[config.mk]
export PLATFORM = sky130hd
export DESIGN_NAME = mfps_head
export DESIGN_NICKNAME = d
export VERILOG_FILES = /design/src/rtl/mfps_pkg.sv /design/src/rtl/mfps_head.sv
export SDC_FILE = /design/constraint.sdc
export NUM_CORES = 1
export LEC_CHECK = 0
export ABC_AREA = 1
export BUFFER_PORTS_ARGS = -buffer_cell sky130_fd_sc_hd__buf_4
export CORE_MARGIN = 5
export CORE_UTILIZATION = 55
export DETAILED_ROUTE_END_ITERATION = 16
export PLACE_DENSITY_LB_ADDON = 0.15
export SLEW_MARGIN = 20
export SYNTH_ARGS = -nofsm -noshare
export SYNTH_HDL_FRONTEND = slang
export SYNTH_SLANG_ARGS = --single-unit
[constraint.sdc]
create_clock -name vclk -period 6.3
set_clock_uncertainty 0.15 [all_clocks]
set_input_delay 0.315 -clock vclk [all_inputs]
set_output_delay 0.315 -clock vclk [all_outputs]
set_load 0.01 [all_outputs]
[src/rtl/mfps_pkg.sv]
// ----------------------------------------------------------------------------
// mfps_pkg: shared types and helpers for the max falling path sum core
// Widths, row ring control structs, saturating add and output clamp.
// ----------------------------------------------------------------------------
package mfps_pkg;

    // Sizing
    localparam int MAX_COLUMNS = 256;
    localparam int SUM_WIDTH   = 32;
    localparam int CELL_W      = 16;
    localparam int OUT_W       = 32;
    localparam int CFG_W       = 9;
    localparam int COL_W       = (MAX_COLUMNS > 1) ? $clog2(MAX_COLUMNS) : 1;
    localparam int LEN_W       = $clog2(MAX_COLUMNS + 1);
    localparam int CMP_W       = (LEN_W > CFG_W) ? LEN_W : CFG_W;
    localparam int EXT_W       = (SUM_WIDTH > OUT_W) ? SUM_WIDTH : OUT_W;

    typedef logic signed [SUM_WIDTH-1:0] t_sum;
    typedef logic signed [CELL_W-1:0]    t_cell;
    typedef logic signed [OUT_W-1:0]     t_out;
    typedef logic [LEN_W-1:0]            t_len;
    typedef logic [COL_W-1:0]            t_col;
    typedef logic [CFG_W-1:0]            t_cfg;

    localparam t_sum SUM_MAX = {1'b0, {(SUM_WIDTH-1){1'b1}}};
    localparam t_sum SUM_MIN = {1'b1, {(SUM_WIDTH-1){1'b0}}};
    localparam t_out OUT_MAX = {1'b0, {(OUT_W-1){1'b1}}};
    localparam t_out OUT_MIN = {1'b1, {(OUT_W-1){1'b0}}};
    localparam t_cfg CFG_RESET = CFG_W'(256);

    // Per-cell control of the row ring
    typedef struct packed {
        logic shift;   // ring moves this cycle
        logic active;  // cell lies inside the current ring length
        logic tail;    // cell closes the ring and takes the wrap value
    } t_cell_ctl;

    // Neighbor selection for the cell update
    typedef struct packed {
        logic first_row;
        logic has_left;
        logic has_right;
    } t_head_ctl;

    // Request handed from the cell update to the result stage
    typedef struct packed {
        t_sum sum;
        logic col0;
        logic last;
    } t_stage;

    // Map the register value onto the usable width range
    function automatic t_len clamp_width(input t_cfg v);
        t_len w;
        if (v == '0) begin
            w = LEN_W'(1);
        end else if (CMP_W'(v) > CMP_W'(MAX_COLUMNS)) begin
            w = LEN_W'(MAX_COLUMNS);
        end else begin
            w = LEN_W'(v);
        end
        return w;
    endfunction

    // Add a cell to a sum, saturate to the sum range
    function automatic t_sum sat_add(input t_sum a, input t_cell b);
        logic [SUM_WIDTH:0] wide;
        t_sum               r;
        wide = {a[SUM_WIDTH-1], a} + (SUM_WIDTH+1)'(b);
        if (wide[SUM_WIDTH] != wide[SUM_WIDTH-1]) begin
            r = wide[SUM_WIDTH] ? SUM_MIN : SUM_MAX;
        end else begin
            r = t_sum'(wide[SUM_WIDTH-1:0]);
        end
        return r;
    endfunction

    // Clamp a sum to the output range
    function automatic t_out sat_out(input t_sum v);
        logic signed [EXT_W-1:0] e;
        logic signed [EXT_W-1:0] hi;
        logic signed [EXT_W-1:0] lo;
        t_out                    r;
        e  = EXT_W'(v);
        hi = EXT_W'(OUT_MAX);
        lo = EXT_W'(OUT_MIN);
        if (e > hi) begin
            r = OUT_MAX;
        end else if (e < lo) begin
            r = OUT_MIN;
        end else begin
            r = t_out'(e[OUT_W-1:0]);
        end
        return r;
    endfunction

endpackage

[src/rtl/mfps_head.sv]
// ----------------------------------------------------------------------------
// mfps_head: cell update at the head of the row ring
// Past the first row, takes the best of up to three sums above plus the cell.
// ----------------------------------------------------------------------------
module mfps_head
    import mfps_pkg::*;
(
    input  t_cell     i_cell_value,
    input  t_sum      i_up_sum,
    input  t_sum      i_right_sum,
    input  t_sum      i_left_sum,
    input  t_head_ctl i_ctl,
    output t_sum      o_sum
);

    t_sum w_best_ul;
    t_sum w_best;

    // Best of left and up, then right
    always_comb begin
        if (i_ctl.has_left && ($signed(i_left_sum) > $signed(i_up_sum))) begin
            w_best_ul = i_left_sum;
        end else begin
            w_best_ul = i_up_sum;
        end
        if (i_ctl.has_right && ($signed(i_right_sum) > $signed(w_best_ul))) begin
            w_best = i_right_sum;
        end else begin
            w_best = w_best_ul;
        end
    end

    // First row starts the path; later rows extend it
    always_comb begin
        if (i_ctl.first_row) begin
            o_sum = SUM_WIDTH'(i_cell_value);
        end else begin
            o_sum = sat_add(w_best, i_cell_value);
        end
    end

endmodule

==> results.ini <==
[floorplanning]
ios=147
core-area_um2=9590
die-area_um2=11700
die_h_um=108
num_rows=36
die_x_um=108
start_util_pct=55.5

[route]
vias_per_cell=5.53
drtIter0Drc=387
drc=0
ant_nets=0
drt-total-wl_um=18100
wl_met3_um=1230
wl_met2_um=8920
met1Wirelength_um=7430
wl_per_cell_um=14.6
vias=6888
first_pass_iters=5
maxUsedRoutingLayer=met4

[sta]
slew_headroom_pct=63.6
finalHoldViolCount=0
fin_ws_ns=0.242
setup_violations=0
clock.fmax_ghz=0.165
fin_crit_sh_pct=96.2
final_max_slew_viol_count=0
period_minus_slack_ns=6.06
worstMarginPinSlew_ns=0.540
holdWs_ns=0.824

[power_and_ir_drop]
pwr-share-clk_pct=0
p_int_uw=664
power.density_nw_per_um2=215
ir_drop_uv=151
p_leak_nw=4.02
p_comb_share_pct=100.0
p_seq_share_pct=0
p_switching_uw=913
switching_share_pct=57.9

[hold_path]
min_path_cells=4
hold_path.class=in -> out
hp-start=i_cell_value[0]
holdPathEnd=o_sum[0]

[grt]
grt_pass1_wl_um=27800
grt_usage_pct=28.1
grt_pass1_vias=6319
grt_max_degree=21
antenna_found_initial=0
gr-total-overflow=0

[logic_synthesis]
syn_area_um2=5320
synthTopCellsByArea=nand2_1, ha_1, inv_1
syn_area_per_cell_um2=5.56
synthesis.nets=1170
yosysWarnings=0
syn_inst=958
synth_cell_types=39
yosys.area.top_type=nand2_1
synth_top_area_share_pct=22.6
ys_seq_area_share_pct=0

[final_layout]
drive_gt1_share_pct=29.5
diodes=0
nFlopsAndLatches=0
final_nets=1327
seqCellArea_um2=0
clkbuf_count=0
final_common_cell=nand2_1
final_cell_mix=nand2_1, buf_4, inv_1
syn_to_final_growth_pct=38.0
finalCoreUtilization_pct=76.6
num-fill-cells=820

[critical_path]
crit_arrival_ns=5.59
crit_path_start_kind=input port
cp_max_fo=14
end_kind=output pin
cp_num_buf_inv=6
slowest_delay_ns=0.38
crit_required_ns=5.83
path_delay_family=simple AND/OR/NAND/NOR gates
crit_top_cell=nand2_1
crit_slowest_cell=o31a_1
crit_type=in -> out

[place]
hpwl_um=14600
portBuffers=147
gp_congestion=1.00
dp_slack_ns=-0.104

[clock_network]
cts-hold-fix-buffers=0

[flow_run]
cap_viol_max_count=0

[status]
outcome=finished, final reports clean

## metrics by stage
step / instances / TNS (ns) / power, mW / cell area, µm²
detailed placement: 1232 / -0.684 / 1.33 / 6600
CTS: 1233 / 0 / 1.34 / 6620
finish: 1246 / 0 / 1.58 / 7350
floorplan: 958 / 0 / 0.935 / 5320
global placement: 1232 / -0.110 / 1.31 / 6600
global route: 1246 / -2.00 / 1.73 / 7350
## cell type report
type	instances	area (µm²)	share of cell area, %
tap	133	166	2.26
multi-input combinational	806	5240	71.3
timing repair inverter	1	6.26	0.0851
timing repair buffer	181	1460	19.8
inverter	125	477	6.49
## worst max-delay path by stage
stage,from,end,slack [ns],cells past startpoint
after floorplan,i_up_sum[31],o_sum[4],0.79,39
after global placement,i_up_sum[31],o_sum[4],-0.03,34
after detailed placement,i_up_sum[31],o_sum[3],-0.10,34
after CTS,i_up_sum[31],o_sum[20],0.08,37
after global routing,i_up_sum[27],o_sum[2],-0.11,38
final,i_up_sum[31],o_sum[2],0.24,35
## kinds of logic (layout without fill, tap and decap cells)
family	after synthesis	in the layout	share of synthesized area, %
AOI/OAI and AO/OA	111	111	13.9
xor gates and xnor gates	24	24	3.95
adders and majority gates	97	97	22.9
buffers and inverters	152	307	11.6
and+or+nand+nor	574	574	47.6
## per-layer routing
metal  vias to the layer above  track usage (%)
met5                         -                0
met4                         0             6.40
met3                        50             1.91
met2                       285             50.6
met1                      3088             36.6
li1                       3465                -
## worst min-delay path: cells and delay by family
kind / cells / cell delay (ns)
buffers and inverters: 2 / 0.23
AO/OA/AOI/OAI: 1 / 0.07
AND/OR/NAND/NOR: 1 / 0.05
## what timing repair did
item / in CTS / in global routing
gates resized for setup: 0 / 131
gates cloned: 0 / 3
endpoints found under the setup margin: 14 / 32
pin swaps: 1 / 23
setup buffers: 1 / 10
## power by group through the flow
stage | clock, mW | sequential (mW) | combinational, mW
after floorplan | 0 | 0 | 0.935
after global placement | 0 | 0 | 1.31
after detailed placement | 0 | 0 | 1.33
after CTS | 0 | 0 | 1.34
after global routing | 0 | 0 | 1.73
final | 0 | 0 | 1.58
## synth_stat cells (2+ instances only)
cell type and instances:
o21bai_1 10, nand2_4 3, o21a_1 4, a21oi_4 10, nor2_1 71, and3_1 2
a21oi_1 67, a31oi_1 3, nand3_1 90, xnor2_1 6, nor2_2 2, nor2_4 3
nor3_1 11, xor2_1 18, ha_1 96, nand2_1 321, buf_2 5, clkbuf_1 17
nand2_2 21, inv_2 2, a31o_2 2, nand4_1 41, o21ai_0 10, a21o_1 3
nand3_2 4, and2_1 2, inv_1 122
(Power assumes the default switching activity.)
