**config.mk**
```make
export PLATFORM = sky130hd
export DESIGN_NAME = mfps_cell
export DESIGN_NICKNAME = d
export VERILOG_FILES = /design/src/rtl/mfps_pkg.sv /design/src/rtl/mfps_cell.sv
export SDC_FILE = /design/constraint.sdc
export NUM_CORES = 1
export LEC_CHECK = 0
export ABC_AREA = 1
export BUFFER_PORTS_ARGS = -buffer_cell sky130_fd_sc_hd__buf_2
export CORE_ASPECT_RATIO = 0.9
export CORE_MARGIN = 2
export CORE_UTILIZATION = 46
export CTS_BUF_LIST = sky130_fd_sc_hd__clkbuf_2
export DETAILED_ROUTE_END_ITERATION = 7
export PLACE_DENSITY_LB_ADDON = 0.25
export SLEW_MARGIN = 15
export SYNTH_ARGS = -nofsm -noshare
export SYNTH_HDL_FRONTEND = slang
export SYNTH_SLANG_ARGS = --single-unit
```
**constraint.sdc**
```tcl
create_clock -name i_clk -period 3.6 [get_ports i_clk]
set_input_delay 0.9 -clock i_clk [delete_from_list [all_inputs] [get_ports i_clk]]
set_output_delay 0.9 -clock i_clk [all_outputs]
set_load 0.01 [all_outputs]
```
**src/rtl/mfps_pkg.sv**
```systemverilog
// ----------------------------------------------------------------------------
// mfps_pkg: shared types and helpers for the max falling path sum core
// Widths, row ring control structs, saturating add and output clamp.
// ----------------------------------------------------------------------------
package mfps_pkg;

    // Sizing
    localparam int MAX_COLUMNS = 256;
    localparam int SUM_WIDTH   = 32;
    localparam int CELL_W      = 16;
    localparam int OUT_W       = 32;
    localparam int CFG_W       = 9;
    localparam int COL_W       = (MAX_COLUMNS > 1) ? $clog2(MAX_COLUMNS) : 1;
    localparam int LEN_W       = $clog2(MAX_COLUMNS + 1);
    localparam int CMP_W       = (LEN_W > CFG_W) ? LEN_W : CFG_W;
    localparam int EXT_W       = (SUM_WIDTH > OUT_W) ? SUM_WIDTH : OUT_W;

    typedef logic signed [SUM_WIDTH-1:0] t_sum;
    typedef logic signed [CELL_W-1:0]    t_cell;
    typedef logic signed [OUT_W-1:0]     t_out;
    typedef logic [LEN_W-1:0]            t_len;
    typedef logic [COL_W-1:0]            t_col;
    typedef logic [CFG_W-1:0]            t_cfg;

    localparam t_sum SUM_MAX = {1'b0, {(SUM_WIDTH-1){1'b1}}};
    localparam t_sum SUM_MIN = {1'b1, {(SUM_WIDTH-1){1'b0}}};
    localparam t_out OUT_MAX = {1'b0, {(OUT_W-1){1'b1}}};
    localparam t_out OUT_MIN = {1'b1, {(OUT_W-1){1'b0}}};
    localparam t_cfg CFG_RESET = CFG_W'(256);

    // Per-cell control of the row ring
    typedef struct packed {
        logic shift;   // ring moves this cycle
        logic active;  // cell lies inside the current ring length
        logic tail;    // cell closes the ring and takes the wrap value
    } t_cell_ctl;

    // Neighbor selection for the cell update
    typedef struct packed {
        logic first_row;
        logic has_left;
        logic has_right;
    } t_head_ctl;

    // Request handed from the cell update to the result stage
    typedef struct packed {
        t_sum sum;
        logic col0;
        logic last;
    } t_stage;

    // Map the register value onto the usable width range
    function automatic t_len clamp_width(input t_cfg v);
        t_len w;
        if (v == '0) begin
            w = LEN_W'(1);
        end else if (CMP_W'(v) > CMP_W'(MAX_COLUMNS)) begin
            w = LEN_W'(MAX_COLUMNS);
        end else begin
            w = LEN_W'(v);
        end
        return w;
    endfunction

    // Add a cell to a sum, saturate to the sum range
    function automatic t_sum sat_add(input t_sum a, input t_cell b);
        logic [SUM_WIDTH:0] wide;
        t_sum               r;
        wide = {a[SUM_WIDTH-1], a} + (SUM_WIDTH+1)'(b);
        if (wide[SUM_WIDTH] != wide[SUM_WIDTH-1]) begin
            r = wide[SUM_WIDTH] ? SUM_MIN : SUM_MAX;
        end else begin
            r = t_sum'(wide[SUM_WIDTH-1:0]);
        end
        return r;
    endfunction

    // Clamp a sum to the output range
    function automatic t_out sat_out(input t_sum v);
        logic signed [EXT_W-1:0] e;
        logic signed [EXT_W-1:0] hi;
        logic signed [EXT_W-1:0] lo;
        t_out                    r;
        e  = EXT_W'(v);
        hi = EXT_W'(OUT_MAX);
        lo = EXT_W'(OUT_MIN);
        if (e > hi) begin
            r = OUT_MAX;
        end else if (e < lo) begin
            r = OUT_MIN;
        end else begin
            r = t_out'(e[OUT_W-1:0]);
        end
        return r;
    endfunction

endpackage

```
**src/rtl/mfps_cell.sv**
```systemverilog
// ----------------------------------------------------------------------------
// mfps_cell: one entry of the row ring
// Holds one best path sum; on a shift takes its right neighbor's sum, or the
// wrap value when it is the ring's tail.
// ----------------------------------------------------------------------------
module mfps_cell
    import mfps_pkg::*;
(
    input  logic      i_clk,
    input  t_cell_ctl i_ctl,
    input  t_sum      i_next_sum,
    input  t_sum      i_wrap_sum,
    output t_sum      o_sum
);

    t_sum r_sum;
    t_sum n_sum;

    // Pick the incoming sum
    always_comb begin
        n_sum = i_ctl.tail ? i_wrap_sum : i_next_sum;
    end

    // Advance only inside the ring
    always_ff @(posedge i_clk) begin
        if (i_ctl.shift && i_ctl.active) begin
            r_sum <= n_sum;
        end
    end

    assign o_sum = r_sum;

endmodule

```
==> results by group <==
Outcome
  • Outcome: complete, no violations

Hold path
  • Hold Path Depth: 3
  • Hold Path Sink: o_sum[29]
  • Worst hold-check path type: in2reg
  • Hold_sp: i_next_sum[29]

Power
  • Leakage power total: approximately 1.0 nW
  • Pwr dens: about 370 nW/um2
  • Peak supply drop: approximately 0.00025 V

Global routing
  • Vias in the first global route: roughly 1200
  • Largest net degree at the start of global routing: 34
  • Total grt overflow: 0
  • GRT Overall Usage: 0.1723
  • Initial antenna violation count: 0
  • Global-route wire length before repair: roughly 4.8 mm

Placed design
  • DP Area: between 1500 and 2000 um2
  • Placer Congestion: 0.7463
  • PortBufs: 99
  • Pre-CTS WS: about 1500 ps
  • Final HPWL DP: about 2.3 mm

Synthesis
  • Syn nets: approximately 200
  • Yosys top cell area share: 0.6581
  • Post-Syn Area: between 1000 and 1500 um2
  • Synth Warn #: 0
  • Avg Inst Size Synth: ~11 um2
  • Top post-synthesis cells by area: edfxtp_1 66%, nand2_1 22%, nand2_2 4.3%
  • Sequential-to-total area share from yosys stat: 0.6581
  • Gate Count Post-Synth: 138
  • #FFs+latches synth: 32
  • Yosys cell types: 8
  • Synth area leader: edfxtp_1

Setup path
  • Critical-path cell list: buf_2
  • Data arrival time of the worst path: between 900 and 1000 ps
  • Crit end category: output port
  • Largest stage delay on the critical path: 420 ps
  • Required @ worst endpoint: about 2700 ps
  • Worst path slowest cell: edfxtp_1
  • Buf+Inv Stages, Crit Path: 1
  • CP Launch Type: register
  • Setup CP Type: reg2out
  • CP top delay family: flip-flops
  • Crit-path max FO: 1

Clock tree
  • Clk slew on worst S/H paths: around 150 ps
  • Clk sink count: 32
  • CTS tree: built
  • H-tree depth: 2
  • Hold bufs inserted after CTS: 0
  • Root buffer cell: clkbuf_2
  • Worst-case clock buffer depth: 2
  • Number of buffers created by CTS: 5
  • Post-CTS Setup Inserts: 0
  • Resize count post-CTS: 0

Drt
  • Wire per inst: roughly 11 um
  • WL final: about 3.0 mm
  • Iter 0 DRT Violations: 68
  • Detailed-route DRC error count: 0
  • Vias post-DR: roughly 1200
  • Drt pass-1 iters: 5
  • DRT antenna net count: 0
  • Vias/cell: between 4 and 5

Finish
  • Final Cell Area: 1956 um2
  • Largest register FFs: 32
  • Final nets: a little over 300
  • Fillers: roughly 300
  • Layout cells sized above 1: 0.4958
  • Final Util: 0.6427
  • Area growth from synthesis to layout: 33.93%
  • Multi-input gate area: 389.1 um2
  • # diodes: 0
  • Seq. cell area: slightly below 1000 um2

STA
  • Fin crit share: 0.5066
  • Worst-Margin Slew: ~630 ps
  • Slew margin rel.: 0.5796
  • Unrepaired setup endpoints after global routing: false
  • Final setup fails: 0
  • Max Clk Rate: ~550 MHz
  • Hold Vio Cnt, Final: 0
  • Post-route setup TNS: 0 ps
  • Slew Viols, Final: 0
  • Period minus WS final: between 1500 and 2000 ps
  • Hold WS: 805.7 ps
  • Final worst slack: between 1500 and 2000 ps

Floorplan
  • Die W: about 63 um
  • # IOs: 100
  • Row count: 19
  • Initial core utilization: 0.4799
  • Core area: between 3000 and 4000 um2
  • Die height: around 57 um
  • Overall die area: around 3600 um2

Run
  • Max-cap violations: 0
power breakdown:
group	switching (W)	leakage (nW)	internal (W)
Clock	0.000109	0.0288	0.0000464
Sequential	0.00000578	0.295	0.000443
Combinational	0.0000673	0.692	0.0000569
final cells by class:
| cell class | count | share of cell area |
|---|---|---|
| Timing Repair Buffer | 100 | 0.2572 |
| Inverter | 2 | 0.007678 |
| Multi-Input combinational cell | 97 | 0.1990 |
| Sequential cell | 32 | 0.4914 |
| Clock inverter | 1 | 0.002559 |
| Clock buffer | 6 | 0.01536 |
| Tap cell | 42 | 0.02687 |
per-stage QoR:
stage	total power (W)	cells
floorplan	0.0005236	138
CTS	0.0007391	280
global route	0.0007721	280
global placement	0.0005803	273
detailed placement	0.0005832	273
finish	0.0007284	280
worst max path at each step:
stage                          from   endpoint  depth (start not counted)
after floorplan            i_ctl[2]   o_sum[0]                          2
after global placement     i_ctl[0]  o_sum[10]                          4
after detailed placement   i_ctl[0]  o_sum[22]                          4
after CTS                 o_sum[22]  o_sum[22]                          1
after global routing      o_sum[22]  o_sum[22]                          1
final                     o_sum[22]  o_sum[22]                          1
cells by family after synthesis:
| family | Yosys count | synth area share |
|---|---|---|
| buffers and inverters | 9 | 0.07540 |
| DFF | 32 | 0.6581 |
| and+or+nand+nor | 97 | 0.2665 |
synthesized netlist by cell type:
cell      instances
nand2_1          87
edfxtp_1         32
nand2_2          10
buf_6             3
clkbuf_8          3
buf_12            1
inv_1             1
inv_8             1
metal layers:
| layer | up-vias | wire length (um) | part of all wire | track usage |
|---|---|---|---|---|
| li1 | 640 | - | - | - |
| met1 | 534 | 1136 | 0.37 | 0.1798 |
| met2 | 58 | 1562 | 0.51 | 0.3038 |
| met3 | 3 | 315 | 0.10 | 0.07495 |
| met4 | 0 | 22 | 0.0072 | 0.07453 |
| met5 | - | 0 | 0 | 0 |
cell usage in the layout, fill, tap and decap left out:
cell type   n
nand2_1    87
nand2_2    10
clkinv_2    1
buf_2      99
buf_4       1
inv_8       1
edfxtp_1   32
clkbuf_2    6
inv_1       1
No activity file was read; power rests on OpenSTA's default activity.
