===== src/rtl/mfps_pkg.sv =====
// ----------------------------------------------------------------------------
// mfps_pkg: shared types and helpers for the max falling path sum core
// Widths, row ring control structs, saturating add and output clamp.
// ----------------------------------------------------------------------------
package mfps_pkg;

    // Sizing
    localparam int MAX_COLUMNS = 256;
    localparam int SUM_WIDTH   = 32;
    localparam int CELL_W      = 16;
    localparam int OUT_W       = 32;
    localparam int CFG_W       = 9;
    localparam int COL_W       = (MAX_COLUMNS > 1) ? $clog2(MAX_COLUMNS) : 1;
    localparam int LEN_W       = $clog2(MAX_COLUMNS + 1);
    localparam int CMP_W       = (LEN_W > CFG_W) ? LEN_W : CFG_W;
    localparam int EXT_W       = (SUM_WIDTH > OUT_W) ? SUM_WIDTH : OUT_W;

    typedef logic signed [SUM_WIDTH-1:0] t_sum;
    typedef logic signed [CELL_W-1:0]    t_cell;
    typedef logic signed [OUT_W-1:0]     t_out;
    typedef logic [LEN_W-1:0]            t_len;
    typedef logic [COL_W-1:0]            t_col;
    typedef logic [CFG_W-1:0]            t_cfg;

    localparam t_sum SUM_MAX = {1'b0, {(SUM_WIDTH-1){1'b1}}};
    localparam t_sum SUM_MIN = {1'b1, {(SUM_WIDTH-1){1'b0}}};
    localparam t_out OUT_MAX = {1'b0, {(OUT_W-1){1'b1}}};
    localparam t_out OUT_MIN = {1'b1, {(OUT_W-1){1'b0}}};
    localparam t_cfg CFG_RESET = CFG_W'(256);

    // Per-cell control of the row ring
    typedef struct packed {
        logic shift;   // ring moves this cycle
        logic active;  // cell lies inside the current ring length
        logic tail;    // cell closes the ring and takes the wrap value
    } t_cell_ctl;

    // Neighbor selection for the cell update
    typedef struct packed {
        logic first_row;
        logic has_left;
        logic has_right;
    } t_head_ctl;

    // Request handed from the cell update to the result stage
    typedef struct packed {
        t_sum sum;
        logic col0;
        logic last;
    } t_stage;

    // Map the register value onto the usable width range
    function automatic t_len clamp_width(input t_cfg v);
        t_len w;
        if (v == '0) begin
            w = LEN_W'(1);
        end else if (CMP_W'(v) > CMP_W'(MAX_COLUMNS)) begin
            w = LEN_W'(MAX_COLUMNS);
        end else begin
            w = LEN_W'(v);
        end
        return w;
    endfunction

    // Add a cell to a sum, saturate to the sum range
    function automatic t_sum sat_add(input t_sum a, input t_cell b);
        logic [SUM_WIDTH:0] wide;
        t_sum               r;
        wide = {a[SUM_WIDTH-1], a} + (SUM_WIDTH+1)'(b);
        if (wide[SUM_WIDTH] != wide[SUM_WIDTH-1]) begin
            r = wide[SUM_WIDTH] ? SUM_MIN : SUM_MAX;
        end else begin
            r = t_sum'(wide[SUM_WIDTH-1:0]);
        end
        return r;
    endfunction

    // Clamp a sum to the output range
    function automatic t_out sat_out(input t_sum v);
        logic signed [EXT_W-1:0] e;
        logic signed [EXT_W-1:0] hi;
        logic signed [EXT_W-1:0] lo;
        t_out                    r;
        e  = EXT_W'(v);
        hi = EXT_W'(OUT_MAX);
        lo = EXT_W'(OUT_MIN);
        if (e > hi) begin
            r = OUT_MAX;
        end else if (e < lo) begin
            r = OUT_MIN;
        end else begin
            r = t_out'(e[OUT_W-1:0]);
        end
        return r;
    endfunction

endpackage


===== src/rtl/mfps_result.sv =====
// ----------------------------------------------------------------------------
// mfps_result: row maximum and result register
// Tracks the largest sum of the current row and hands it out on a final cell.
// ----------------------------------------------------------------------------
module mfps_result
    import mfps_pkg::*;
(
    input  logic   i_clk,
    input  logic   i_rst_n,
    input  logic   i_valid,
    input  t_stage i_stage,
    output logic   o_ready,
    output logic   o_tvalid,
    input  logic   i_tready,
    output t_out   o_tdata
);

    logic   r_stage_valid;
    t_stage r_stage;
    t_sum   r_run_max;
    logic   r_out_valid;
    t_out   r_out_data;

    logic   w_advance;
    t_sum   n_run_max;

    // Stage moves on unless a final request meets a full, stalled output
    assign w_advance = r_stage_valid &&
                       (!r_stage.last || !r_out_valid || i_tready);
    assign o_ready   = !r_stage_valid || w_advance;

    // Running maximum; column zero restarts it
    always_comb begin
        if (r_stage.col0 || ($signed(r_stage.sum) > $signed(r_run_max))) begin
            n_run_max = r_stage.sum;
        end else begin
            n_run_max = r_run_max;
        end
    end

    // Stage register
    always_ff @(posedge i_clk) begin
        if (!i_rst_n) begin
            r_stage_valid <= 1'b0;
        end else if (o_ready) begin
            r_stage_valid <= i_valid;
        end
    end

    always_ff @(posedge i_clk) begin
        if (o_ready && i_valid) begin
            r_stage <= i_stage;
        end
    end

    // Row maximum, re-armed after a final cell
    always_ff @(posedge i_clk) begin
        if (!i_rst_n) begin
            r_run_max <= SUM_MIN;
        end else if (w_advance) begin
            r_run_max <= r_stage.last ? SUM_MIN : n_run_max;
        end
    end

    // Output register
    always_ff @(posedge i_clk) begin
        if (!i_rst_n) begin
            r_out_valid <= 1'b0;
        end else if (w_advance && r_stage.last) begin
            r_out_valid <= 1'b1;
        end else if (i_tready) begin
            r_out_valid <= 1'b0;
        end
    end

    always_ff @(posedge i_clk) begin
        if (w_advance && r_stage.last) begin
            r_out_data <= sat_out(n_run_max);
        end
    end

    assign o_tvalid = r_out_valid;
    assign o_tdata  = r_out_data;

endmodule


===== config.mk =====
export PLATFORM = sky130hd
export DESIGN_NAME = mfps_result
export DESIGN_NICKNAME = d
export VERILOG_FILES = /design/src/rtl/mfps_pkg.sv /design/src/rtl/mfps_result.sv
export SDC_FILE = /design/constraint.sdc
export NUM_CORES = 1
export LEC_CHECK = 0
export BUFFER_PORTS_ARGS = -buffer_cell sky130_fd_sc_hd__buf_4
export CORE_MARGIN = 2
export CORE_UTILIZATION = 30
export DETAILED_ROUTE_END_ITERATION = 8
export PLACE_DENSITY = 0.45
export RECOVER_POWER = 50
export SKIP_LAST_GASP = 1
export SLEW_MARGIN = 20
export SYNTH_ARGS = -nofsm -noshare
export SYNTH_HDL_FRONTEND = slang
export SYNTH_SLANG_ARGS = --single-unit

===== constraint.sdc =====
create_clock -name i_clk -period 4.49 [get_ports i_clk]
set_input_delay 0.6735 -clock i_clk [delete_from_list [all_inputs] [get_ports i_clk]]
set_output_delay 0.6735 -clock i_clk [all_outputs]
set_load 0.005 [all_outputs]

==> results of run 1 <==
tightest hold or removal path: stages (launching register included):
cell	delay [ps]
sky130_fd_sc_hd__dfxtp_1	330
sky130_fd_sc_hd__nand2_1	60
sky130_fd_sc_hd__mux2i_1	50
metal layers:
layer,up-vias,share of wire [%],global-route usage [%]
met4,0,2.0,6.52
li1,1520,-,-
met5,-,0,0
met2,58,47,20.1
met3,11,3.3,2.70
met1,1455,48,15.4
how the worst max path moves through the flow:
stage | end | depth (start not counted) | startpoint | slack [ps]
6_report | o_tdata[2]$_SDFFCE_PN1P_ | 8 | r_stage[33]$_DFFE_PP_ | 1300
5_1_grt | o_tdata[2]$_SDFFCE_PN1P_ | 8 | r_stage[33]$_DFFE_PP_ | 1110
4_1_cts | o_tdata[2]$_SDFFCE_PN1P_ | 8 | r_stage[33]$_DFFE_PP_ | 1270
3_5_place_dp | o_tdata[3]$_SDFFCE_PN1P_ | 8 | r_stage[33]$_DFFE_PP_ | 1280
3_3_place_gp | o_tdata[2]$_SDFFCE_PN1P_ | 8 | r_stage[33]$_DFFE_PP_ | 1350
2_1_floorplan | r_stage[0]$_DFFE_PP_ | 2 | i_tready | 1520
area by class of cell:
type	instances	share of cell area (%)
timing repair buffer	77	9.72
tap	216	4.63
inverter	35	2.25
multi-input combinational	225	33.1
sequential	100	45.6
clock buffer	13	4.45
clock inverter	3	0.236
power groups by stage:
stage	combinational (W)	clock [W]	sequential, W
after floorplan	0.000181	0	0.00107
after global placement	0.000251	0	0.00108
after detailed placement	0.000253	0	0.00108
after CTS	0.000254	0.000773	0.00106
after global routing	0.000271	0.000801	0.00107
final	0.000243	0.000741	0.00106
cells by family (layout without fill, tap and decap cells):
logic type | count (synthesis) | count (layout) | share of synthesized area (%)
flip-flops | 100 | 100 | 54.7
AND/OR/NAND/NOR | 69 | 69 | 6.74
multiplexers | 64 | 64 | 16.0
AO/OA/AOI/OAI | 60 | 60 | 8.56
buffers and inverters | 53 | 128 | 5.71
adder cells (fa/ha/maj) | 32 | 32 | 8.23
cell usage in the layout, fill, tap and decap left out, types with 2 or more instances in the layout:
cell	synthesis	routed
sky130_fd_sc_hd__a21boi_0	2	2
sky130_fd_sc_hd__clkbuf_8	0	2
sky130_fd_sc_hd__mux2_2	4	4
sky130_fd_sc_hd__nor2_1	3	3
sky130_fd_sc_hd__a21o_1	2	2
sky130_fd_sc_hd__nand2_1	41	41
sky130_fd_sc_hd__clkbuf_4	0	61
sky130_fd_sc_hd__clkinv_2	0	2
sky130_fd_sc_hd__buf_4	0	9
sky130_fd_sc_hd__nor2b_1	4	4
sky130_fd_sc_hd__nand4_1	5	5
sky130_fd_sc_hd__edfxtp_1	66	66
sky130_fd_sc_hd__clkbuf_1	11	7
sky130_fd_sc_hd__ha_1	32	32
sky130_fd_sc_hd__dfxtp_1	34	34
sky130_fd_sc_hd__clkbuf_16	0	9
sky130_fd_sc_hd__mux2_4	27	27
sky130_fd_sc_hd__inv_1	35	35
sky130_fd_sc_hd__nor3_1	2	2
sky130_fd_sc_hd__and2_1	2	2
sky130_fd_sc_hd__a22oi_1	32	32
sky130_fd_sc_hd__nand3_1	4	4
sky130_fd_sc_hd__a31oi_1	2	2
sky130_fd_sc_hd__or3_1	2	2
sky130_fd_sc_hd__a21oi_1	13	13
sky130_fd_sc_hd__mux2i_1	33	33
sky130_fd_sc_hd__o21ai_0	3	3
flip-flops by register name, summed over array words and instances, names as in the netlist:
name           cells
o_tdata           32
o_tvalid           1
r_run_max         32
r_stage           34
r_stage_valid      1
through the flow:
step / hold slack (ps) / cell area, sq um / setup WS (ps) / utilization, % / power (W)
5_1_grt: 500 / 5840 / 1110 / 36.8 / 0.00214
4_1_cts: 477 / 5880 / 1270 / 37.0 / 0.00209
2_1_floorplan: 459 / 4870 / 1520 / - / 0.00125
3_3_place_gp: 469 / 5610 / 1350 / 35.3 / 0.00133
6_report: 490 / 5840 / 1300 / 36.8 / 0.00204
3_5_place_dp: 481 / 5610 / 1280 / 35.3 / 0.00133
==> flow_summary.ini, run 1 <==
[critical_path]
worstPathCellList = ha_1 -> nand4_2 -> nor4_2 -> nand2_1 -> or3_1 -> a211oi_4 -> buf_12 -> mux2_2
crit_arrival_ps = 3290
timing.critical_path.buf_inv = 1
required_ps = 4590
slowest_stage = sky130_fd_sc_hd__or3_1
critical_path.reg2reg.endpoint = o_tdata[2]$_SDFFCE_PN1P_
worst_setup_path_end_kind = register
slowest_stage_delay_on_critical_path_ps = 440
reg2regPathDepth = 8
reg2reg_setup_slack_ps = 1300
crit_path_max_fanout = 52
worstReg2RegStart = r_stage[33]$_DFFE_PP_
critical_path.startpoint_type = register
crit_family = simple AND/OR/NAND/NOR gates
worst-setup-path-type = reg2reg

[pwr]
total_leakage_power_nw = 2.38
pwr-share-comb_pct = 11.9
switching_portion_of_total_power_pct = 23.7
power.density_cell_area_nw_per_um2 = 350
internal_power_w = 0.00156
clockPowerShare_pct = 36.2
switchingPower_w = 0.000485
power.ir.vdd_worst_mv = 0.174
seq_power_share_pct = 51.9

[layout]
nets = 518
stdcell_count = 669
antennaDiodeCount = 0
drive_gt1_share_pct = 26.5
layout.filler_cells = 1619
area.growth.synth_to_final_pct = 20.1
multi_input_area_sq_um = 1940
seq_cell_area_sq_um = 2660

[global_routing]
grt_pass1_vias = 3161
grt_overflow_total = 0
initial_antenna_violation_count = 0
track_usage_pct = 12.4
wire_length_of_the_first_global_routing_pass_microns = 16500
grt_max_degree = 53

[timing]
worstMarginPinSlew_ps = 1540
slew_headroom_pct = -2.43
timing.final.crit_period_ps = 3190
tns_ps = 0
final_hold_viol_count = 0
setup_repair_after_global_routing_missed_its_margin = false
layout_worst_path_cycle_share_pct = 71.1
timing.final.setup_violations = 0
report.final.slew_viol_count = 24
max_freq_mhz = 313
timing.clock.skew_ps = 8.72

[synth]
yosysUniqueCellTypes = 36
asr_flop_ratio_synth_pct = 0
synth_fp_nets = 448
synth-edff-count = 66
seq_area_frac_synth_pct = 54.7
avgSynthCellArea_sq_um = 12.9
share_of_the_synthesized_area_in_the_top_cell_type_pct = 40.7
synthesis_stage_register_bit_count = 100
mappedNetlistArea_sq_um = 4870
yosys-top-cells-count = sky130_fd_sc_hd__edfxtp_1 (66), sky130_fd_sc_hd__nand2_1 (41), sky130_fd_sc_hd__inv_1 (35), sky130_fd_sc_hd__dfxtp_1 (34), sky130_fd_sc_hd__mux2i_1 (33)
post-synth-top-area-cell = sky130_fd_sc_hd__edfxtp_1
synth.yosys.warnings = 0
synth_area_leaders = sky130_fd_sc_hd__edfxtp_1 (41%), sky130_fd_sc_hd__dfxtp_1 (14%), sky130_fd_sc_hd__mux2_4 (8.3%), sky130_fd_sc_hd__ha_1 (8.2%), sky130_fd_sc_hd__mux2i_1 (6.8%)
most_numerous_cell_in_the_yosys_netlist = sky130_fd_sc_hd__edfxtp_1
synth_flop_cell = sky130_fd_sc_hd__edfxtp_1
postSynthCellCount = 378

[floorplan]
floorplan.core_area_sq_um = 15900
chipHeight_microns = 131
core.rowCount = 46
top_level_ports = 72
start_util_pct = 30.6
die_w_microns = 131
design.die.area_sq_um = 17300

[placed_design]
hpwl_microns = 6510
buffer_ports.inserted = 71
post-place-cells = 652
finalWeightedCongestion = 0.714

[clocking]
cts_htree_levels = 3
cts.reportedPaths.clkPinSlew_ps = 60
clk_latency_ps = 350
cts_post_setup_buffers_inserted = 0
cts-hold-fix-buffers = 0
cts-resized-gates = 0
clock_tree_from_tritoncts = yes
tritoncts.num_buffers = 9
cts.path.max_buffers = 2
cts.sinks = 100
cts_root_buffer = sky130_fd_sc_hd__clkbuf_16

[drt]
first_pass_iters = 4
drt_iter0_drc = 186
via_count = 3044
total_wirelength_microns = 10200
wl_per_cell_microns = 15.2
detail-route-antenna-nets = 0
drc = 0
route.detailed.vias_per_inst = 4.55

[hold_path]
startpoint_of_the_worst_hold_path = r_run_max[17]$_SDFFE_PN0P_
holdCritPathClass = reg2reg
timing.hold.worst_path_depth = 2
whs_endpoint = r_run_max[17]$_SDFFE_PN0P_

[outcome]
failed_checks = max-capacitance violations, max-slew violations
status = finished with violations

[flow_run]
maxCapViolations = 1
(Power assumes the default switching activity.)
==> run 2, diff against run 1 <==
clock period = 3 ns   (was 4.49 ns; I/O delays follow)
==> run 2 against run 1 <==
Net effect:
- the flow still finishes with violations (max-capacitance violations, max-slew violations)
- global-route usage rose by 0.28 points
- first-iteration DRC count fell by 19%
- critical path type unchanged
- wire length is 5.9% higher
- largest power group unchanged
==> flow_summary.ini, run 2 (synthesized netlist as in run 1, its figures left out) <==
[outcome]
status = finished with violations
failed_checks = max-capacitance violations, max-slew violations

[layout]
antennaDiodeCount = 0
top_register_by_number_of_flip_flops = r_stage
final_core_utilization_pct = 40.3
stdcell_count = 711
layout_commonest_cell = sky130_fd_sc_hd__edfxtp_1
nets = 560
drive_gt1_share_pct = 35.4
area.growth.synth_to_final_pct = 31.5
mostFrequentLayoutCells = sky130_fd_sc_hd__edfxtp_1 (66), sky130_fd_sc_hd__clkbuf_4 (61), sky130_fd_sc_hd__nand2_1 (41), sky130_fd_sc_hd__buf_4 (41), sky130_fd_sc_hd__inv_1 (35)
largest_register_ff_count = 34
finalInstanceArea_sq_um = 6400

[clocking]
cts.sinks = 100
clock_tree_from_tritoncts = yes
clk_latency_ps = 350
cts.reportedPaths.clkPinSlew_ps = 70
cts.path.max_buffers = 2
cts_root_buffer = sky130_fd_sc_hd__clkbuf_16
tritoncts.num_buffers = 9
cts_htree_levels = 3

[global_routing]
grt_max_degree = 35
grt_pass1_vias = 3286
grt_overflow_total = 0
use_met3_pct = 3.13
initial_antenna_violation_count = 0
gr-max-usage-layer = met2
globalRouteMet1Util_pct = 16.3
grtUsageMet2_pct = 20.7
wire_length_of_the_first_global_routing_pass_microns = 17100
track_usage_pct = 12.6

[critical_path]
worst_setup_path_end_kind = register
critical_path.startpoint_type = register
crit_path_max_fanout = 12
slowest_stage_delay_on_critical_path_ps = 460
reg2reg_setup_slack_ps = 110
worstPathCellList = ha_4 -> nand4_1 -> or3_4 -> a21oi_2 -> nor3_1 -> o211a_1 -> a211oi_4 -> buf_6 -> buf_12 -> mux2_4
timing.critical_path.buf_inv = 2
crit_arrival_ps = 2990
worst-setup-path-type = reg2reg
slowest_stage = sky130_fd_sc_hd__edfxtp_1
required_ps = 3100
crit_family = compound AO/OA/AOI/OAI gates

[drt]
route.detailed.vias_per_inst = 4.51
drc = 0
first_pass_iters = 5
wl_per_cell_microns = 15.2
total_wirelength_microns = 10800
drt_iter0_drc = 151
detail-route-antenna-nets = 0
via_count = 3209

[timing]
max_freq_mhz = 346
timing.final.crit_period_ps = 2890
report.final.slew_viol_count = 15
timing.final.setup_violations = 0
layout_worst_path_cycle_share_pct = 96.3
worstMarginPinSlew_ps = 1540
final_hold_viol_count = 0
slew_headroom_pct = -3.03
setup_slack_ps = 112
timing.clock.skew_ps = 8.05

[floorplan]
start_util_pct = 30.6
core.rowCount = 46
die_w_microns = 131
chipHeight_microns = 131
design.die.area_sq_um = 17300
floorplan.core_area_sq_um = 15900
top_level_ports = 72

[placed_design]
buffer_ports.inserted = 71
placed_cell_area_sq_um = 5870
finalWeightedCongestion = 0.699
pre_cts_slack_ps = -15.7
hpwl_microns = 7260
post-place-cells = 681

[hold_path]
holdCritPathClass = in2reg

[pwr]
power.ir.vdd_worst_mv = 0.270
post-layout-total-power_w = 0.00333
total_leakage_power_nw = 2.65
power.density_cell_area_nw_per_um2 = 520

[flow_run]
maxCapViolations = 1
-- run 2: cell types whose count changed in the layout (fill, tap and decap cells not counted), moves of 3 or more --
| cell | before | now |
|---|---|---|
| sky130_fd_sc_hd__ha_1 | 32 | 27 |
| sky130_fd_sc_hd__ha_4 | 0 | 5 |
| sky130_fd_sc_hd__buf_12 | 1 | 5 |
| sky130_fd_sc_hd__dfxtp_1 | 34 | 31 |
| sky130_fd_sc_hd__buf_4 | 9 | 41 |
| sky130_fd_sc_hd__dfxtp_2 | 0 | 3 |
-- run 2: final timing paths --
path,cells after the start,end,start
worst max register to register,10,o_tdata[28]$_SDFFCE_PN1P_,r_stage[12]$_DFFE_PP_
worst min register to register,2,r_run_max[10]$_SDFFE_PN0P_,r_run_max[10]$_SDFFE_PN0P_
worst min-delay path,1,r_stage[23]$_DFFE_PP_,i_stage[23]
worst max-delay path,10,o_tdata[28]$_SDFFCE_PN1P_,r_stage[12]$_DFFE_PP_
-- run 2: stage by stage --
step	hold slack, ps	TNS (ps)
floorplan	459	0
global placement	471	0
detailed placement	482	-70.2
CTS	253	0
global route	275	-168
finish	292	0
-- run 2: area by class of cell --
cell class	instances	area, sq um
repair buffers	119	960
clock buffers	11	253
well taps	216	270
inverters	35	131
flip-flops and latches	100	2670
multi-input cells	225	2050
clock inverters	5	73.8
fillers	1547	9490
-- run 2: power by group --
| part | total, W | switching, W | internal [W] |
|---|---|---|---|
| Sequential | 0.00159 | 0.0000443 | 0.00154 |
| Clock | 0.00128 | 0.000508 | 0.000771 |
| Combinational | 0.000461 | 0.000203 | 0.000257 |
-- run 2: timing repair --
item | 4_1_cts | 5_1_grt
buffers inserted | 0 | 13
resized for setup | 1 | 16
endpoints found under the hold margin | 0 | 0
gates cloned | 0 | 1
hold buffers | 0 | 0
pin swaps | 1 | 6
endpoints found under the setup margin | 19 | 31
-- run 2: per-layer routing --
metal / wire length (microns) / share of wire (%)
met2: 5180 / 48
met3: 432 / 4.0
met5: 0 / 0
met1: 5020 / 47
met4: 147 / 1.4
-- run 2: worst reg2reg max path, delay by kind of cell, from the launching register on --
family,cells,cell delay [ps]
AOI/OAI and AO/OA,3,630
muxes,1,320
and+or+nand+nor,3,590
buffers and inverters,2,330
adders and majority gates,1,310
DFF,1,460
==> run 3, diff against run 2 <==
CELL_PAD_IN_SITES_DETAIL_PLACEMENT = 1   (was default)
CELL_PAD_IN_SITES_GLOBAL_PLACEMENT = 2   (was default)
CORE_ASPECT_RATIO = 0.8   (was default)
PLACE_DENSITY = 0.62   (was 0.45)
==> run 3 against run 2 <==
Net effect:
- the run now ends clean
- total power shrank 0.89%
- hold slack improved by 2.4 ps
- first-iteration DRC count is 15% lower
- via count up 3.7%
- sequential share of layout area barely moved
- largest cell class unchanged
- flip-flop and latch count unchanged
- core utilization rose by 0.11 points
- cell area shrank 0.25%
- critical endpoint is now o_tdata[17]$_SDFFCE_PN1P_
- die area about the same
==> flow_summary.ini, run 3 (synthesized netlist as in run 1, its figures left out) <==
[layout]
area.growth.synth_to_final_pct = 31.2
antennaDiodeCount = 0
nets = 566
layout_commonest_cell = sky130_fd_sc_hd__edfxtp_1
final_core_utilization_pct = 40.4
drive_gt1_share_pct = 35.2
mostFrequentLayoutCells = sky130_fd_sc_hd__edfxtp_1 (66), sky130_fd_sc_hd__clkbuf_4 (62), sky130_fd_sc_hd__buf_4 (52)
top_register_by_number_of_flip_flops = r_stage
multi_input_area_sq_um = 2040
seq_cell_area_sq_um = 2660
largest_register_ff_count = 34
layout.filler_cells = 1719

[global_routing]
grt_overflow_total = 0
track_usage_pct = 14.1
grt_pass1_vias = 3622
grt_max_degree = 33
wire_length_of_the_first_global_routing_pass_microns = 18900
initial_antenna_violation_count = 0

[floorplan]
die_w_microns = 146
chipHeight_microns = 118
core.rowCount = 41
start_util_pct = 30.8
top_level_ports = 72
floorplan.core_area_sq_um = 15800
design.die.area_sq_um = 17300

[pwr]
total_leakage_power_nw = 2.65
post-layout-total-power_w = 0.00330
power.density_cell_area_nw_per_um2 = 516
power.ir.vdd_worst_mv = 0.257

[clocking]
clock_tree_from_tritoncts = yes
cts.path.max_buffers = 2
cts-hold-fix-buffers = 0
cts_root_buffer = sky130_fd_sc_hd__clkbuf_16
cts.reportedPaths.clkPinSlew_ps = 70
cts_htree_levels = 3
tritoncts.num_buffers = 9
clk_latency_ps = 350
cts.sinks = 100

[drt]
met1Wirelength_microns = 5440
total_wirelength_microns = 11600
met2WireLength_microns = 5570
wl_per_cell_microns = 16.2
first_pass_iters = 4
drt_iter0_drc = 128
detail-route-antenna-nets = 0
route.detailed.vias_per_inst = 4.66
drc = 0
highest_layer = met4
via_count = 3329
met3WireLength_microns = 445

[critical_path]
slowest_stage_delay_on_critical_path_ps = 440
required_ps = 3090
critical_path.startpoint_type = register
reg2regPathDepth = 9
crit_arrival_ps = 3070
slowest_stage = sky130_fd_sc_hd__edfxtp_1
worst_setup_path_end_kind = register
worstPathCellList = ha_4 -> nand4_4 -> nor4_4 -> nand2_1 -> or3_4 -> a211oi_4 -> buf_4 -> buf_12 -> mux2_4
crit_path_max_fanout = 14
worst-setup-path-type = reg2reg

[timing]
max_freq_mhz = 336
setup_repair_after_global_routing_missed_its_margin = true
timing.final.crit_period_ps = 2970
final_hold_viol_count = 0
layout_worst_path_cycle_share_pct = 99.1
worstMarginPinSlew_ps = 1390
timing.clock.skew_ps = 10.8
report.final.slew_viol_count = 0
hold_slack_ps = 295
timing.final.setup_violations = 0
setup_slack_ps = 25.5
slew_headroom_pct = 7.26

[flow_run]
maxCapViolations = 0

[outcome]
status = complete, no violations

[hold_path]
timing.hold.worst_path_depth = 1
holdCritPathClass = in2reg

[placed_design]
finalWeightedCongestion = 0.733
pre_cts_slack_ps = -103
buffer_ports.inserted = 71
hpwl_microns = 7790
[run 3: changes by cell type in the layout (fill, tap and decap cells not counted), moves of 2 or more]
cell | before | now
sky130_fd_sc_hd__buf_4 | 41 | 52
sky130_fd_sc_hd__buf_12 | 5 | 3
sky130_fd_sc_hd__dfxtp_1 | 31 | 34
sky130_fd_sc_hd__clkbuf_1 | 7 | 9
sky130_fd_sc_hd__clkinv_2 | 2 | 0
sky130_fd_sc_hd__dfxtp_2 | 3 | 0
sky130_fd_sc_hd__buf_6 | 2 | 0
[run 3: what timing repair did]
| item | 4_1_cts | 5_1_grt |
|---|---|---|
| gates cloned | 1 | 0 |
| gates resized for setup | 11 | 5 |
| setup endpoints to repair | 32 | 33 |
| buffers inserted | 7 | 3 |
| pin swaps | 6 | 1 |
[run 3: worst paths after layout]
check	from	to	slack (ps)
worst max-delay path	r_stage[31]$_DFFE_PP_	o_tdata[17]$_SDFFCE_PN1P_	30
worst min-delay path	i_stage[22]	r_stage[22]$_DFFE_PP_	290
worst max register to register	r_stage[31]$_DFFE_PP_	o_tdata[17]$_SDFFCE_PN1P_	30
worst min register to register	r_run_max[26]$_SDFFE_PN0P_	r_run_max[26]$_SDFFE_PN0P_	490
[run 3: final cells by class]
type	instances	area share, %
clock buffers	13	3.92
flip-flops and latches	100	41.7
multi-input cells	225	31.9
clock inverters	2	0.941
well taps	215	4.21
inverters	35	2.06
repair buffers	125	15.2
[run 3: critical path, delay by kind of cell (launching register included)]
family / cells / cell delay (ps)
buffers and inverters: 2 / 350
multiplexers: 1 / 310
adder cells (fa/ha/maj): 1 / 320
flip-flops: 1 / 440
AND/OR/NAND/NOR: 4 / 970
AO/OA/AOI/OAI: 1 / 330
[run 3: metrics by stage]
stage	instance area (sq um)	TNS, ps	std cells
final	6380	0	715
after CTS	6410	-6.95	713
after detailed placement	5920	-2260	690
after global routing	6380	-2040	715
after floorplan	4870	0	378
after global placement	5920	-510	690
[run 3: metal layers]
layer  track usage, %  vias to the layer above
li1                 -                     1618
met1             17.4                     1648
met2             23.9                       52
met3             3.95                       11
met4             4.13                        0
met5                0                        -
[run 3: power by group]
group / leakage, nW / internal, W / switching, W / total (W)
combinational: 1.60 / 0.000251 / 0.000207 / 0.000458
clock: 0.150 / 0.000751 / 0.000501 / 0.00125
sequential: 0.904 / 0.00154 / 0.0000443 / 0.00159
total: 2.65 / 0.00254 / 0.000753 / 0.00330
